## src/hdl/sorted_table_binary_search_top_macros.svh

```systemverilog
// Assertion macros for the sorted table search block.
// Included by the top level; no other dependencies.
`ifndef SORTED_TABLE_BINARY_SEARCH_TOP_MACROS_SVH
`define SORTED_TABLE_BINARY_SEARCH_TOP_MACROS_SVH
`ifndef SYNTH
`define STBS_ASSERT_IMPLY(lbl, clk, rst_n, ante, cons) \
    lbl: assert property (@(posedge clk) disable iff (!rst_n) (ante) |-> (cons)) \
        else $error("stbs: same-cycle check failed");
`define STBS_ASSERT_NEXT(lbl, clk, rst_n, ante, cons) \
    lbl: assert property (@(posedge clk) disable iff (!rst_n) (ante) |=> (cons)) \
        else $error("stbs: next-cycle check failed");
`else
`define STBS_ASSERT_IMPLY(lbl, clk, rst_n, ante, cons)
`define STBS_ASSERT_NEXT(lbl, clk, rst_n, ante, cons)
`endif
`endif

```

## src/hdl/stbs_pkg.sv

```systemverilog
// Shared types and constants for the sorted table search block.
// No dependencies; imported by every module of the block but stbs_ram.
package stbs_pkg;

    localparam int unsigned TABLE_DEPTH_DEF = 256;
    localparam int unsigned VALUE_W         = 32;
    localparam int unsigned INDEX_W         = 8;
    localparam int unsigned COUNT_W         = 9;
    localparam int unsigned BOUND_W         = 10;

    typedef logic signed [BOUND_W-1:0] t_bound;

    localparam logic OP_WRITE  = 1'b0;
    localparam logic OP_SEARCH = 1'b1;

    typedef struct packed {
        logic                      op;
        logic [INDEX_W-1:0]        entry_index;
        logic signed [VALUE_W-1:0] item_value;
    } t_in_item;

    typedef struct packed {
        logic               found;
        logic [INDEX_W-1:0] match_index;
    } t_out_item;

    typedef enum logic [1:0] {
        S_IDLE,
        S_START,
        S_PROBE,
        S_DONE
    } t_state;

    typedef struct packed {
        logic wr;        // write the input beat into the table
        logic load;      // latch sought value, set up bounds
        logic rd_first;  // read the middle of the current range
        logic rd_next;   // take the selected half, read its middle
        logic set_hit;   // record a match at the probed index
        logic set_miss;  // record not found
        logic out_load;  // move the result into the output register
    } t_cmd;

    typedef struct packed {
        logic range_empty;  // lower bound above upper bound
        logic hit;          // probed entry equals sought value
        logic next_empty;   // the half chosen by this probe is empty
    } t_status;

endpackage

```

## src/hdl/stbs_ctrl.sv

```systemverilog
// Controller state machine: sequences table writes and search probes.
// Depends on stbs_pkg.
module stbs_ctrl (
    input  logic              i_clk,
    input  logic              i_rst_n,
    input  logic              i_in_valid,
    input  logic              i_in_op,
    output logic              o_in_stall,
    output logic              o_out_valid,
    input  logic              i_out_stall,
    input  stbs_pkg::t_status i_status,
    output stbs_pkg::t_cmd    o_cmd
);
    import stbs_pkg::*;

    t_state r_state, n_state;
    logic   r_out_valid, n_out_valid;

    always_ff @(posedge i_clk) begin
        if (!i_rst_n) begin
            r_state     <= S_IDLE;
            r_out_valid <= 1'b0;
        end else begin
            r_state     <= n_state;
            r_out_valid <= n_out_valid;
        end
    end

    always_comb begin
        n_state    = r_state;
        o_cmd      = '0;
        o_in_stall = 1'b1;
        case (r_state)
            S_IDLE: begin
                o_in_stall = 1'b0;
                if (i_in_valid) begin
                    if (i_in_op == OP_SEARCH) begin
                        o_cmd.load = 1'b1;
                        n_state    = S_START;
                    end else begin
                        o_cmd.wr = 1'b1;
                    end
                end
            end
            S_START: begin
                if (i_status.range_empty) begin
                    o_cmd.set_miss = 1'b1;
                    n_state        = S_DONE;
                end else begin
                    o_cmd.rd_first = 1'b1;
                    n_state        = S_PROBE;
                end
            end
            S_PROBE: begin
                if (i_status.hit) begin
                    o_cmd.set_hit = 1'b1;
                    n_state       = S_DONE;
                end else if (i_status.next_empty) begin
                    o_cmd.set_miss = 1'b1;
                    n_state        = S_DONE;
                end else begin
                    o_cmd.rd_next = 1'b1;
                end
            end
            S_DONE: begin
                // hold until the output register is free
                if (!r_out_valid || !i_out_stall) begin
                    o_cmd.out_load = 1'b1;
                    n_state        = S_IDLE;
                end
            end
            default: begin
                n_state = S_IDLE;
            end
        endcase
        n_out_valid = o_cmd.out_load | (r_out_valid & i_out_stall);
    end

    assign o_out_valid = r_out_valid;
endmodule

```

## config.mk

```make
export PLATFORM = sky130hd
export DESIGN_NAME = stbs_ctrl
export DESIGN_NICKNAME = d
export VERILOG_FILES = /design/src/hdl/sorted_table_binary_search_top_macros.svh /design/src/hdl/stbs_pkg.sv /design/src/hdl/stbs_ctrl.sv
export SDC_FILE = /design/constraint.sdc
export NUM_CORES = 1
export LEC_CHECK = 0
export BUFFER_PORTS_ARGS = -buffer_cell sky130_fd_sc_hd__buf_2
export CAP_MARGIN = 20
export CORE_AREA = 2 2 39 41
export CTS_CLUSTER_DIAMETER = 40
export CTS_CLUSTER_SIZE = 24
export DETAILED_ROUTE_END_ITERATION = 10
export DIE_AREA = 0 0 41 43
export HOLD_SLACK_MARGIN = 0.03
export PLACE_DENSITY = 0.54
export REMOVE_ABC_BUFFERS = 1
export SYNTH_ARGS = -nofsm -noshare
export SYNTH_HDL_FRONTEND = slang
export SYNTH_SLANG_ARGS = --single-unit
```

## constraint.sdc

```tcl
create_clock -name i_clk -period 2.4 [get_ports i_clk]
set_input_delay 0.24 -clock i_clk [delete_from_list [all_inputs] [get_ports i_clk]]
set_output_delay 0.24 -clock i_clk [all_outputs]
set_load 0.02 [all_outputs]
```

==> impl_summary.md, run 1 <==
GRT
The number of global-route vias before repair is between 200 and 250. For this run, the total global-route usage over all layers was measured as 0.08208. The remaining global-route overflow is 0. The initial antenna violation count is 0. The first global-routing pass estimated ~950 um of wire.

Entering global routing, the biggest net connects 7 pins.

STA
The upper clock frequency limit is 610.2 MHz. Setup repair after global routing left no endpoint under its margin. Setup violations remaining at the end of the flow were counted as 0. Across the routed clock network, the largest skew measured is between 0.001 and 0.0015 ns. The max-slew violation total from the final report came to 0. The actual slew at the worst max-slew pin is 0.3033 ns. The number of hold violations in the final report was 0.

The summed negative setup slack over all endpoints is 0 ns. The worst path needs 1.639 ns of the cycle, external delays included. The final clock period utilization by the worst path is 0.6828. The worst pin sits at a relative slew slack of 0.7978.

Placed design
The placed instance count is 65. Detailed placement finished with a half-perimeter wire length of 487.6 um. The count of input and output buffers is 16. The routability congestion estimate is 0.6975.

Worst hold path
Along the worst hold path, the cell count comes to 2. The launch instance of the worst min-delay path is i_rst_n. The hold-critical path endpoint is o_out_valid. The type of the tightest min-delay check is input pin to register.

Clock tree
The TritonCTS clock tree is built. The number of sinks driven by the clock tree is 3. The clock buffer count from CTS is 3. In this run, post-CTS hold repair placed 0 buffers.

The H-tree depth is 1. After clock tree synthesis, the clock-pin slew on the worst setup and hold paths is 0.04 ns. In this run the post-CTS setup repair buffer count came out at 0. The maximum buffer depth of the clock tree is 2. The clock network latency to the later pin of the worst-skew pair is 0.23 ns. The tree is rooted in a clkbuf_4. Gates resized during post-CTS repair numbered 0.

Layout
In the final layout, the share of cells above drive strength 1 is 0.4151. In the final design database the tool counted 67 nets. The repair_antennas step left the layout with diodes totalling 0.

Leaving out fill and tap cells, the most frequent cells in the layout are buf_2 (16), nand2_1 (5), ha_1 (5). Leaving out filler cells and counting taps, the final layout contains 69. From synthesis to final layout, the design area changed by 44.10%. The library cell used most frequently in the layout, excluding fill and tap cells, is buf_2.

Run
Max-cap violations in this run came to 0.

Synth
The area share of the leading cell type in the synthesized netlist is 0.2183. Synthesis handed over a netlist of 33 instances. The most used flip-flop cell after synthesis is dfxtp_1. The synthesized area per cell is 8.683 um^2. By area the synthesized netlist is led by ha_1 (22%), dfxtp_1 (21%), a21boi_0 (7.9%).

The post-synthesis sequential area ratio is 0.2096. The synthesized design contains 0 enable-type register cells. In this run the cell area of the synthesized design comes to 286.5 um^2.

The number of different library cells used by synthesis comes to 17. The Yosys step of the flow raised 0 warnings. The flip-flop and latch count after synthesis is 3. The share of async-settable or async-resettable flops after synthesis is 0. The cell type with the highest aggregate area in the netlist is ha_1.

Detailed routing
The number of routed nets with antenna violations is 0. Detailed routing placed a total of 248 um of wire on met2. The post-detailed-routing wire length is roughly 570 um. The met1 layer wirelength in the final routing is 256 um. The average via count per standard cell is 4.261. The count of routing violations after the opening detailed-route iteration is 3. The via count is 294. The first-pass iteration count of the detailed router is 4. Routed signal wires occupy layers up through met3. The routed length per instance is 8.319 um. The DRC violation count after routing is 0. Summed over all nets, wire length on met3 after detailed routing comes to 69 um.

Worst setup path
The number of cells on the worst reg-to-reg path is 5. Along the worst path, the maximum fanout reaches 6. The category of the most critical setup path is register to output pin. For the worst setup path, the data required time is 2.16 ns. The startpoint identified for the worst register-to-register timing path is r_state[1]. The arrival time at the worst endpoint is 1.40 ns. The capture instance of the worst register-to-register path is r_state[0].

The worst setup slack for register-to-register paths is 0.90 ns. STA classifies the critical path endpoint as an output pin. The startpoint type of the worst setup path is a register.

Floorplan
The die is 43 um tall. The die footprint is 0.001763 mm^2. The total area inside the core boundary comes to around 0.0014 mm^2. The horizontal extent of the die is 41 um. The starting utilization of the core area is 0.2071. The floorplan has 14 rows. The I/O pin total is 17.

Power and ir drop
The total power per unit cell area is 975.6 mW/mm^2. Summed over all cells, the static leakage comes to 0.2241 nW. The worst vdd rail ir drop is 354.6 uV.

Outcome
The flow ran to the end, and the final reports show no timing, DRC or antenna violations.
power breakdown:
part	switching [W]	internal, W	total [W]
clock network	0.0000263	0.0000623	0.0000887
logic	0.000126	0.0000995	0.000226
registers	0.0000223	0.0000659	0.0000883
total	0.000175	0.000228	0.000403
final cells by class:
cell class | count | area [um^2]
clock buffer | 4 | 26.28
fill | 156 | 970.9
inverter | 3 | 11.26
multi-input combinational | 27 | 215.2
sequential | 3 | 60.06
tap | 16 | 20.02
timing repair buffer | 16 | 80.08
synthesized netlist by cell type, types with 2 or more instances:
cell	count
a21boi_0	3
nand2_1	5
mux2i_1	2
nor2b_1	2
dfxtp_1	3
ha_1	5
inv_1	3
worst max-delay path by stage:
stage / startpoint / slack (ns) / cells after the start / end
finish: r_state[1] / 0.76 / 4 / o_cmd[1]
global route: r_state[0] / 0.62 / 4 / o_cmd[1]
CTS: r_state[1] / 0.74 / 4 / o_cmd[1]
detailed placement: r_state[1] / 0.90 / 5 / r_state[0]
global placement: r_state[1] / 0.90 / 5 / r_state[0]
floorplan: r_state[0] / 0.90 / 3 / o_cmd[1]
through the flow:
step	hold slack [ns]	setup slack (ns)	area [um^2]	total power, W	util
after floorplan	0.3682	0.8993	286.5	0.0002526	-
after global placement	0.5218	0.8995	386.6	0.0003190	0.2794
after detailed placement	0.5203	0.8983	386.6	0.0003183	0.2794
after CTS	0.2839	0.7442	412.9	0.0004117	0.2984
after global routing	0.3027	0.6198	412.9	0.0004486	0.2984
final	0.2876	0.7612	412.9	0.0004028	0.2984
worst max-delay path: stages, from the launching register on:
cell,delay (ns)
dfxtp_1,0.43
inv_1,0.09
ha_1,0.30
a21boi_0,0.16
buf_2,0.18
cells by family after synthesis:
group / after synthesis / share of synthesized area
AO/OA/AOI/OAI: 6 / 0.1746
adder cells (fa/ha/maj): 5 / 0.2183
buffers and inverters: 3 / 0.03930
flip-flops: 3 / 0.2096
multiplexers: 2 / 0.06987
AND/OR/NAND/NOR: 14 / 0.2882
per-layer routing:
layer  global-route usage  vias up
li1                     -      155
met1              0.09554      125
met2               0.1063       14
met3              0.07853        0
met4              0.02000        0
met5                    0        -
flip-flops by register name, summed over array words and instances (netlist names):
name         flops
r_state          2
o_out_valid      1
Note: power is estimated with default switching activity, not from simulation.
==> run 2, diff against run 1 <==
- PLACE_DENSITY: 0.54 -> 0.56
- clock period: 2.4 -> 1.4 ns (I/O delays scaled with it)
==> run 2 against run 1 <==
Against the previous run:
- clock skew down 0.00092 ns
- hold slack got worse by 0.11 ns
- core utilization is 6.7 points higher
- critical path depth increased by 1
- cell area is 22% higher
- global-route usage grew 2.2 points
- via count is 6.1% higher
- sequential share of layout area down 2.2 points
==> impl_summary.md, run 2 (synthesis gave the netlist of run 1 again) <==
Power and ir drop
The analysis attributes to cell leakage a power of 0.2473 nW. For this design the total switching power over the nets is about 0.00037 W. Of the total power, the share spent switching nets is 0.4118. Dividing total power by cell area gives a power density of 1760 mW/mm^2. The share of total power dissipated in sequential elements is 0.166.

The fraction of power consumed by the clock network is 0.173. The part of the total power dissipated in combinational logic is 0.660. The completed layout was analyzed and its total power is 0.0008896 W.

The design internal power is 0.0005233 W. The worst vdd rail ir drop is 558.8 uV.

STA
The final clock period utilization by the worst path is 0.9570. The upper clock frequency limit is ~750 MHz. The final critical-path required period is 1.340 ns. Setup repair after global routing could not meet its margin everywhere. Measured against its own limit, the worst slew margin works out to 0.7768. The max-slew violation total from the final report is 0.

The actual slew at the worst max-slew pin is approximately 0.33 ns. Setup violations remaining at the end of the flow were counted as 0. On the final layout, the worst clock skew is 0.0003293 ns. After layout, the worst setup slack is 0.06023 ns. The number of hold violations in the final report is 0.

Outcome
The flow ran to the end, and the final reports show no timing, DRC or antenna violations.

Layout
The largest register by flop count is r_state. 0 antenna diodes ended up in the layout. In the final layout, the share of cells above drive strength 1 is 0.6316. The finished layout holds 73 standard cells, fillers aside.

The post-layout instance area is 505.5 um^2. The flip-flop count of the largest register after layout is 2. The top cell types in the final layout, fill and taps aside, are buf_2 (14), nand2_1 (5), buf_4 (4). Leaving out fill and tap cells, the most frequent cell in the layout is buf_2.

Relative to the synthesized area, the layout overhead comes to 76.42%. The total number of nets in the final design is 71.

Detailed routing
The number of routed nets with antenna violations is 0. Across all layers, the routed design uses around 310 vias. The first-pass iteration count of the detailed router is 2. The routed length per instance is 10.62 um. Using the TritonRoute via totals, the vias-per-cell ratio works out to 4.274. The count of routing violations after the opening detailed-route iteration is 2.

The DRC violation count after routing is 0. The post-detailed-routing wire length is a little under 800 um.

Worst setup path
Of all nets on the critical path, the largest fanout is 4. At the worst endpoint, the required time is 1.26 ns. The capturing element type of the critical path is an output pin. Data on the critical path arrives at its endpoint at between 1 and 1.5 ns. The startpoint type of the worst setup path is a register. The category of the most critical setup path is register to output pin. For flop-to-flop paths, the worst setup slack is around 0.06 ns.

Run
Max-cap violations in this run came to 0.

Clock tree
TritonCTS built the clock tree. CTS built an H-tree with a depth of 1. The clock network latency to the later pin of the worst-skew pair is 0.23 ns. The root buffer selected by CTS is clkbuf_4.

Clock-pin slew was measured on the worst setup and hold paths at 0.04 ns. Counting along the longest clock path gives a buffer depth of 2. The clock buffer count from CTS is 3. The total of hold buffers inserted after clock tree synthesis is 0.

For this design, the sink count on the clock tree is 3.

GRT
The first global-routing pass estimated approximately 1100 um of wire. In the global route stage, overall resource usage came out at 0.1042. The pin count of the biggest net entering global routing is 6. The initial antenna violation count was 0. The number of global-route vias before repair came to between 300 and 400.

Global routing finished with a remaining overflow of 0.

Floorplan
For this configuration, the core starts out at a cell density of 0.2071. The floorplan step set the die width to between 40 and 50 um. The row count is 14. Measured along the y axis, the die boundary spans about 43 um. The I/O pin total is 17. The floorplan step defined a die boundary enclosing approximately 0.0018 mm^2. The area of the placeable core is 0.001384 mm^2.

Placed design
The count of input and output buffers is 16. The placed cell area is 409.1 um^2. The placement-stage worst setup slack is 0.02044 ns.

The placed instance count is between 60 and 70. Summed over all nets, the half-perimeter wirelength after detailed placement is 583.9 um. Routability-driven placement finished with a final weighted congestion of slightly below 0.8.

Worst hold path
The type of the tightest min-delay check is input pin to register.
## run 2: cell types whose count changed in the layout (fill, tap and decap cells not counted), moves of 2 or more
cell	previous run	this run
buf_6	0	2
buf_2	16	14
ha_4	0	2
dfxtp_1	3	1
dfxtp_2	0	2
buf_4	0	4
ha_2	0	2
a21boi_0	3	1
ha_1	5	1
inv_1	3	1
## run 2: critical path, stage by stage (launching register included)
cell,delay [ns]
dfxtp_2,0.35
inv_2,0.06
ha_4,0.15
buf_4,0.14
and3_4,0.14
buf_6,0.12
## run 2: path summary, 6_finish.rpt
kind,cells past startpoint,start,endpoint
setup / recovery,5,r_state[1],o_cmd[5]
hold / removal,2,i_rst_n,o_out_valid
setup reg to reg,5,r_state[1],r_state[0]
hold reg to reg,2,o_out_valid,o_out_valid
## run 2: layer usage
layer  part of all wire  wire, um  vias to the layer above  GRT usage
met3              0.081        63                        2    0.01571
li1                   -         -                      161          -
met5                  0         0                        -          0
met2               0.47       367                       16     0.1594
met1               0.41       318                      133    0.09265
met4              0.032        25                        0     0.1400
## run 2: area by class of cell
cell class	count	area (um^2)
Fill cell	160	878.3
Multi-Input combinational cell	27	260.3
Timing Repair Buffer	20	122.6
Sequential cell	3	62.56
Clock buffer	4	26.28
Tap cell	16	20.02
Inverter	3	13.76
## run 2: timing repair
item                                    4_1_cts  5_1_grt
hold endpoints to repair                      0        0
pin swaps                                     1        1
gates cloned                                  0        0
endpoints found under the setup margin        3        8
gates resized for setup                      10       10
setup buffers                                 0        1
## run 2: power groups by stage
stage | Clock [W] | Combinational (W) | Sequential [W]
2_1_floorplan | 0 | 0.000287 | 0.000146
6_report | 0.000154 | 0.000587 | 0.000148
4_1_cts | 0.000165 | 0.000513 | 0.000140
5_1_grt | 0.000169 | 0.000655 | 0.000152
3_5_place_dp | 0 | 0.000475 | 0.000134
3_3_place_gp | 0 | 0.000471 | 0.000133
## run 2: through the flow
step / hold WS (ns) / TNS (ns) / util
after floorplan: 0.2682 / -0.03450 / -
after global routing: 0.2027 / -0.05666 / 0.3653
after global placement: 0.4162 / 0 / 0.2957
final: 0.1803 / 0 / 0.3653
after CTS: 0.1673 / 0 / 0.3327
after detailed placement: 0.4208 / 0 / 0.2957
==> run 3, diff against run 2 <==
- PLACE_DENSITY: 0.56 -> 0.54
- clock period: 1.4 -> 1.6 ns (I/O delays scaled with it)
==> run 3 against run 2 <==
Against the previous run:
- clock power down 11%
- core utilization down 6.5 points
- critical path type unchanged
- largest cell class unchanged
- hold slack better by 0.024 ns
- global-route usage down 1.9 points
- cell area down 18%
- combinational power down 42%
- clock skew up 0.0022 ns
- sequential cell count unchanged
==> impl_summary.md, run 3 (synthesis gave the netlist of run 1 again) <==
STA
The max-slew violation total from the final report came to 0. In the final timing run, aggregate negative setup slack is 0 ns. The final setup violation count is 0. The number of hold violations in the final report is 0. The worst slew margin relative to its limit is 0.8003. The final worst hold slack is 0.2041 ns.

The actual slew at the worst max-slew pin is 0.2996 ns. The final clock skew is 0.002547 ns. The upper clock frequency limit is 681.6 MHz. In the finished design, the share of the clock period the worst path needs comes to 0.9170. Setup repair after global routing left no endpoint under its margin. The clock period could shrink to approximately 1.5 ns.

Floorplan
For this configuration, the core starts out at a cell density of 0.2071. The area of the placeable core is 0.001384 mm^2. The floorplan has 14 rows. The die covers ~0.0018 mm^2. The height of the chip is 43 um. The I/O pin total is 17.

In this run the horizontal extent of the chip is between 40 and 50 um.

GRT
The number of global-route vias before repair is 231. The global-route wire length before repair is 883 um. The initial antenna violation count is 0. The global router's overall resource usage is 0.08509. The remaining global-route overflow is 0. The pin count of the biggest net entering global routing is 7.

Power and ir drop
The sequential cell fraction of total power is 0.222. Summed over all nets, the switching power comes to about 0.00026 W. The fraction of power consumed by the clock network is 0.224. The part of the total power dissipated in combinational logic is 0.554. VDD sags by at most ~650 uV. The analysis attributes to cell leakage a power of 0.2253 nW. The internal power of the cells totals 0.0003481 W. Of the total power, the share spent switching nets is 0.4321. For this design the ratio of total power to cell area is 1476 mW/mm^2.

Clock tree
No sink is reached through more buffers than the 2 on the longest clock path. The later pin in the worst-skew pair is clocked with a latency of 0.24 ns. In this run, CTS created clock tree buffers numbering 3.

The H-tree depth is 1. Counting every sink on the clock net gives 3. In this run the clock root is driven by a clkbuf_4. The TritonCTS clock tree is built. The clock-pin slew on the worst setup and hold paths is 0.03 ns. The total of hold buffers inserted after clock tree synthesis is 0.

Layout
The post-layout instance area is 415.4 um^2. The total number of nets in the final design is 67. Summing all multi-input logic gate instances after layout gives 215.2 um^2.

The register with the most flip-flops in the layout has 2 of them. Counting the fill cells in the layout gives approximately 150. The synthesis-to-finish area growth is 44.98%.

The largest register by flop count is r_state. The post-layout utilization of the core is 0.3002. In the layout the commonest cells are buf_2 (16), nand2_1 (5), ha_1 (5).

Of the cells placed in the final design, the portion with a size suffix greater than 1 is 0.4528. The number of antenna diodes is 0. Leaving out fill and tap cells, the most frequent cell in the layout is buf_2. The footprint of the flip-flops and latches is 62.56 um^2.

Detailed routing
The average via count per standard cell is 4.087. The routed length per instance is 8.406 um. The count of routing violations after the opening detailed-route iteration is 3. The DRC violation count after routing is 0. After detailed routing, the total wire length is about 580 um. The via count is 282. The first-pass iteration count of the detailed router is 4. The number of routed nets with antenna violations is 0.

Worst setup path
For the worst setup path, the data arrival time is 1.31 ns. The worst setup slack for register-to-register paths is 0.17 ns. The capturing element type of the critical path is an output pin. STA classifies the critical path startpoint as a register.

For the worst flop-to-flop path, the logic depth is 5. Of all nets on the critical path, the largest fanout is 6. The critical path is of the register to output pin type.

The required time of the critical path is roughly 1.4 ns.

Placed design
Once detailed placement completed, the half-perimeter wirelength came to 471.6 um. The routability congestion estimate is 0.7006. After detailed placement, the total cell area comes to 386.6 um^2. During placement, the flow inserted port buffers numbering 16.

Outcome
The run finished with clean final reports.

Worst hold path
The worst hold path cell count is 2. The type of the tightest min-delay check is input pin to register.

Run
Max-cap violations in this run came to 0.
==> run 3: cell types whose count changed in the layout (fill, tap and decap cells not counted), sizes merged <==
cell and delta:
buf -4
==> run 3: cell type report <==
class / instances / area share
repair buffers: 16 / 0.1928
well taps: 16 / 0.04819
multi-input cells: 27 / 0.5181
flip-flops and latches: 3 / 0.1506
inverters: 3 / 0.02711
clock buffers: 4 / 0.06325
==> run 3: what timing repair did <==
action | CTS | global route
gates resized for setup | 0 | 3
setup buffers | 0 | 0
setup endpoints to repair | 0 | 3
hold endpoints to repair | 0 | 0
==> run 3: power groups by stage <==
| stage | clock (W) | combinational [W] | sequential [W] |
|---|---|---|---|
| floorplan | 0 | 0.000251 | 0.000128 |
| global placement | 0 | 0.000346 | 0.000132 |
| detailed placement | 0 | 0.000342 | 0.000134 |
| CTS | 0.000145 | 0.000344 | 0.000132 |
| global route | 0.000153 | 0.000388 | 0.000143 |
| finish | 0.000137 | 0.000339 | 0.000136 |
==> run 3: per-layer routing <==
layer | wire, um | track usage | vias to the layer above
li1 | - | - | 153
met1 | 246 | 0.08599 | 114
met2 | 227 | 0.09688 | 13
met3 | 96 | 0.09424 | 2
met4 | 9 | 0.06000 | 0
met5 | 0 | 0 | -
==> run 3: metrics by stage <==
step                setup WS, ns  power [W]  std cells
floorplan                 0.1793  0.0003789         33
global placement          0.1069  0.0004778         65
detailed placement       0.09117  0.0004764         65
CTS                      0.01893  0.0006212         69
global route             0.02915  0.0006839         69
finish                    0.1328  0.0006130         69
==> run 3: worst max-delay path: stages, from the launching register on <==
cell      delay (ns)
dfxtp_2         0.36
inv_1           0.09
ha_1            0.30
a21boi_1        0.15
buf_2           0.17
==> run 3: final timing paths <==
check | from | to
setup / recovery | r_state[0] | o_cmd[1]
hold / removal | i_rst_n | o_out_valid
setup reg to reg | r_state[0] | r_state[0]
hold reg to reg | r_state[1] | r_state[1]
